$ cat src/sv/nzp_pkg.sv
`timescale 1ns / 1ps
// ----------------------------------------------------------------------------
// Nested zone tick profiler package
// Shared constants, payload types, frame layout and the control interface
// between the controller and the datapath.
// ----------------------------------------------------------------------------
package nzp_pkg;

    // Sizing of the anchor tables and the zone stack.
    localparam int NUM_ANCHORS = 1024;
    localparam int STACK_DEPTH = 32;

    // Fixed field widths.
    localparam int KIND_W   = 2;
    localparam int ANCHOR_W = 10;
    localparam int TICK_W   = 64;
    localparam int STATUS_W = 2;

    // Derived widths.
    localparam int ANC_W = $clog2(NUM_ANCHORS);
    localparam int SP_W  = $clog2(STACK_DEPTH);
    localparam int CNT_W = $clog2(STACK_DEPTH + 1);
    localparam int NUM_W = $clog2(NUM_ANCHORS + 1);

    // Anchor folding by reciprocal multiplication: the estimate is at most
    // one below the true quotient, so a single correction step suffices.
    localparam int FOLD_SH    = 2 * ANCHOR_W;
    localparam int FOLD_PW    = ANCHOR_W + FOLD_SH;
    localparam int FOLD_RECIP = (2 ** FOLD_SH) / NUM_ANCHORS;
    localparam int FOLD_MW    = ANCHOR_W + NUM_W;

    // Item kinds.
    localparam logic [KIND_W-1:0] KIND_START = KIND_W'(0);
    localparam logic [KIND_W-1:0] KIND_END   = KIND_W'(1);
    localparam logic [KIND_W-1:0] KIND_READ  = KIND_W'(2);

    // Result status codes.
    localparam logic [STATUS_W-1:0] STATUS_OK        = STATUS_W'(0);
    localparam logic [STATUS_W-1:0] STATUS_OVERFLOW  = STATUS_W'(1);
    localparam logic [STATUS_W-1:0] STATUS_UNDERFLOW = STATUS_W'(2);

    typedef struct packed {
        logic [KIND_W-1:0]   kind;
        logic [ANCHOR_W-1:0] anchor;
        logic [TICK_W-1:0]   timestamp;
    } in_item_t;

    typedef struct packed {
        logic [STATUS_W-1:0] status;
        logic [TICK_W-1:0]   incl_ticks;
        logic [TICK_W-1:0]   excl_ticks;
        logic [TICK_W-1:0]   zone_hits;
    } out_item_t;

    typedef struct packed {
        logic [ANC_W-1:0]  parent;
        logic [ANC_W-1:0]  anchor;
        logic [TICK_W-1:0] old_total;
        logic [TICK_W-1:0] start;
    } frame_t;

    typedef enum logic [3:0] {
        S_CLEAR,
        S_IDLE,
        S_ARD,
        S_AOUT,
        S_POP,
        S_ERD,
        S_EWR1,
        S_EWR2,
        S_ZOUT
    } state_t;

    typedef enum logic [2:0] {
        OP_START,
        OP_OVFL,
        OP_READ,
        OP_END,
        OP_UNDER,
        OP_NONE
    } op_t;

    typedef enum logic [1:0] {
        OSRC_READ,
        OSRC_UPD,
        OSRC_ZERO
    } out_src_t;

    typedef struct packed {
        logic                load_in;
        logic                clr_en;
        logic                anc_rd;
        logic                push;
        logic                pop_rd;
        logic                end_rd;
        logic                end_wr1;
        logic                end_wr2;
        logic                out_load;
        out_src_t            out_src;
        logic [STATUS_W-1:0] out_status;
    } ctrl_cmd_t;

    typedef struct packed {
        logic clr_last;
        logic stack_full;
        logic stack_empty;
        logic out_free;
    } dp_stat_t;

endpackage

$ cat src/sv/nzp_ctrl.sv
`timescale 1ns / 1ps
// ----------------------------------------------------------------------------
// Nested zone tick profiler controller
// Sequences table clearing, item decode and the read and write passes.
// ----------------------------------------------------------------------------
module nzp_ctrl (
    input  logic                     aclk,
    input  logic                     aresetn,
    input  logic                     s_valid,
    input  logic [nzp_pkg::KIND_W-1:0] s_kind,
    output logic                     s_ready,
    input  nzp_pkg::dp_stat_t        stat,
    output nzp_pkg::ctrl_cmd_t       cmd
);
    import nzp_pkg::*;

    state_t state_reg, state_next;
    op_t    op_reg, op_next;

    always_ff @(posedge aclk) begin
        if (!aresetn) begin
            state_reg <= S_CLEAR;
            op_reg    <= OP_NONE;
        end else begin
            state_reg <= state_next;
            op_reg    <= op_next;
        end
    end

    always_comb begin
        state_next     = state_reg;
        op_next        = op_reg;
        s_ready        = 1'b0;
        cmd            = '0;
        cmd.out_src    = OSRC_ZERO;
        cmd.out_status = STATUS_OK;
        unique case (state_reg)
            S_CLEAR: begin
                cmd.clr_en = 1'b1;
                if (stat.clr_last) begin
                    state_next = S_IDLE;
                end
            end
            S_IDLE: begin
                s_ready = 1'b1;
                if (s_valid) begin
                    cmd.load_in = 1'b1;
                    priority if (s_kind == KIND_START) begin
                        op_next    = stat.stack_full ? OP_OVFL : OP_START;
                        state_next = S_ARD;
                    end else if (s_kind == KIND_END) begin
                        op_next    = stat.stack_empty ? OP_UNDER : OP_END;
                        state_next = stat.stack_empty ? S_ZOUT : S_POP;
                    end else if (s_kind == KIND_READ) begin
                        op_next    = OP_READ;
                        state_next = S_ARD;
                    end else begin
                        op_next    = OP_NONE;
                        state_next = S_ZOUT;
                    end
                end
            end
            S_ARD: begin
                cmd.anc_rd = 1'b1;
                state_next = S_AOUT;
            end
            S_AOUT: begin
                if (stat.out_free) begin
                    cmd.out_load   = 1'b1;
                    cmd.out_src    = OSRC_READ;
                    cmd.out_status = (op_reg == OP_OVFL) ? STATUS_OVERFLOW : STATUS_OK;
                    cmd.push       = (op_reg == OP_START);
                    state_next     = S_IDLE;
                end
            end
            S_POP: begin
                cmd.pop_rd = 1'b1;
                state_next = S_ERD;
            end
            S_ERD: begin
                cmd.end_rd = 1'b1;
                state_next = S_EWR1;
            end
            S_EWR1: begin
                cmd.end_wr1 = 1'b1;
                state_next  = S_EWR2;
            end
            S_EWR2: begin
                if (stat.out_free) begin
                    cmd.end_wr2  = 1'b1;
                    cmd.out_load = 1'b1;
                    cmd.out_src  = OSRC_UPD;
                    state_next   = S_IDLE;
                end
            end
            S_ZOUT: begin
                if (stat.out_free) begin
                    cmd.out_load   = 1'b1;
                    cmd.out_src    = OSRC_ZERO;
                    cmd.out_status = (op_reg == OP_UNDER) ? STATUS_UNDERFLOW : STATUS_OK;
                    state_next     = S_IDLE;
                end
            end
            default: begin
                state_next = S_CLEAR;
            end
        endcase
    end

endmodule

$ cat config.mk
export PLATFORM = sky130hd
export DESIGN_NAME = nzp_ctrl
export DESIGN_NICKNAME = d
export VERILOG_FILES = /design/src/sv/nzp_pkg.sv /design/src/sv/nzp_ctrl.sv
export SDC_FILE = /design/constraint.sdc
export NUM_CORES = 1
export LEC_CHECK = 0
export BUFFER_PORTS_ARGS = -buffer_cell sky130_fd_sc_hd__buf_4
export CORE_MARGIN = 2
export CORE_UTILIZATION = 39
export CTS_CLUSTER_DIAMETER = 30
export DETAILED_ROUTE_END_ITERATION = 8
export GPL_TIMING_DRIVEN = 0
export PLACE_DENSITY = 0.68
export SYNTH_ARGS = -nofsm -noshare
export SYNTH_HDL_FRONTEND = slang
export SYNTH_SLANG_ARGS = --single-unit
$ cat constraint.sdc
create_clock -name aclk -period 2.5 [get_ports aclk]
set_clock_uncertainty 0.2 [all_clocks]
set_input_delay 0.375 -clock aclk [delete_from_list [all_inputs] [get_ports aclk]]
set_output_delay 0.375 -clock aclk [all_outputs]
set_load 0.01 [all_outputs]
==> results.cfg <==
[global_route]
grt_usage = 0.2014
grt_max_degree = 11
grt_pass1_wl_um = 2118
grt_pass1_vias = 478
antenna_found_initial = 0
grt_overflow = 0

[timing]
finalCriticalPeriod_ns = 2.329
clock.fmax_ghz = 0.4295
rsz0062_at_grt = no
fin_crit_sh = 0.9314
drv_slew = 0
hold_violations = 0
worstMarginPinSlew_ns = 0.4208
fin_ws_ns = 0.1715
fin_setup_tns_ns = 0
relSlewSlack = 0.7195
holdWs_ns = 0.1349
setup_violations = 0

[setup_path]
cp_data_arrival_time_ns = 1.75
r2r_start = state_reg[1]
cp-startpoint = state_reg[0]
worst-path-buf-inv = 2
crit_fanout = 10
path_common_cell = buf_4
required_ns = 1.92
critPathMaxStageDelay_ns = 0.47
path_class = reg -> out
cpMaxStageDelayCell = or4_1
critical_path.cell_chain = buf_4 > nand3_1 > or4_1 > nor3b_1 > buf_4
start_kind = flop
critPathTopFamily = simple AND/OR/NAND/NOR gates
cp-end-kind = primary output

[route]
dr.pass1.iters = 4
wl_per_cell_um = 11.67
ant_nets = 0
drtIter0Drc = 7
vias_per_cell = 5.299
drc = 0
drt_wl_total_um = 1249
vias = 567

[synthesis]
ys_top_cells_by_area = dfxtp_1 28%, nand2b_1 7.4%, nor2_1 5.9%, or4b_4 5.4%, buf_6 4.4%
synth_top_area_share = 0.2752
ys.flop_type = dfxtp_1
syn_inst = 66
ys_seq_area_frac = 0.2752
synthArstFlopShare = 0
synth.avg_cell_area_um2 = 7.716
synth_edf_count = 0
netlist_area_um2 = 509.2
ys_types = 31
synth_nets = 75
ys_ff_latch = 7
synth.largest_area_cell = dfxtp_1
yosys_warnings = 0

[hold_path]
hold_path.class = in -> reg
hold_path.startpoint = aresetn

[place]
numPortBuffers = 22
placed_cells = 103
post-place-ws_ns = 0.4475
place_congestion = 0.7889
place_hpwl_um = 975.1

[cells_and_area]
layout_common_cells = 23 x buf_4, 8 x nor2_1, 7 x dfxtp_1
final_common_cell = buf_4
drive_gt1_frac = 0.3696
antenna_cells = 0
nets = 102
utilization = 0.5744
syn_to_final_growth_pct = 41.28
largest_register_ffs = 4
layout.cells.non_filler = 107

[die]
core_um2 = 1252
num_io_pins = 23
row_count = 13
die_area_um2 = 1611
die_w_um = 40.14
die-height_um = 40.14
start_util = 0.4066

[clocking]
cts_tree = built
postCtsSetupBuffers = 0
clk_pin_slew_worst_paths_ns = 0.05
cts.htree.levels = 1
cts-root-buf = clkbuf_4
clockBufferDepth = 2
clk_latency_ns = 0.25
post_cts_resized = 0
cts_made_buffers = 3
cts_sinks = 7
postCtsHoldBufs = 0

[pwr]
p_per_area_nw_per_um2 = 438.0
max-vdd-ir-drop_uv = 224.9
leakage_nw = 0.3083

[flow_run]
maxCapViolCount = 0

[run_status]
outcome = finished clean
[final timing paths]
kind	end	slack, ns	depth (start not counted)
worst max register to register	op_reg[1]	0.85	5
worst max-delay path	cmd[0]	0.17	5
worst min register to register	op_reg[2]	0.30	2
worst min-delay path	op_reg[2]	0.13	2
[cells in the mapped netlist (2+ instances only)]
cell type,number
nor2_1,8
dfxtp_1,7
nand2b_1,6
nand2_1,4
nor3_1,4
inv_1,3
o21ai_1,3
a21oi_1,2
buf_6,2
nand3_1,2
nor4_1,2
o21ai_0,2
o41ai_1,2
or4b_4,2
[report_power, final]
group,leakage [nW],internal (mW),switching (mW),total (mW)
clock network,0.0150,0.0608,0.0396,0.100
registers,0.0573,0.120,0.00596,0.126
logic,0.236,0.0441,0.0449,0.0890
total,0.308,0.225,0.0905,0.315
[worst reg2reg max path, stage by stage (launching register included)]
cell	delay [ns]
dfxtp_1	0.30
buf_6	0.13
or4b_4	0.52
clkinv_2	0.09
a21oi_2	0.06
a311oi_2	0.24
[cells by family (layout without fill, tap and decap cells)]
group,count (synthesis),count (layout),synth area share
and+or+nand+nor,36,36,0.4128
buffers and inverters,8,34,0.09826
AOI/OAI and AO/OA,15,15,0.2138
DFF,7,7,0.2752
[area by class of cell]
cell class	count	area, µm²
Buffer	4	33.78
Clock buffer	4	26.28
Fill cell	118	533.0
Inverter	4	16.27
Multi-Input combinational cell	51	319.1
Sequential cell	7	140.1
Tap cell	15	18.77
Timing Repair Buffer	22	165.2
[routing by layer]
metal / GRT usage / part of all wire
met5: 0 / 0
met2: 0.3105 / 0.48
met1: 0.2558 / 0.46
met4: 0.1034 / 0.012
met3: 0.05000 / 0.047
[stage by stage]
step / instance area, µm² / power [mW]
finish: 719.4 / 0.3151
global route: 719.4 / 0.3416
CTS: 719.4 / 0.3194
detailed placement: 693.2 / 0.2168
global placement: 693.2 / 0.2145
floorplan: 509.2 / 0.1810
Note: power is estimated with default switching activity, not from simulation.
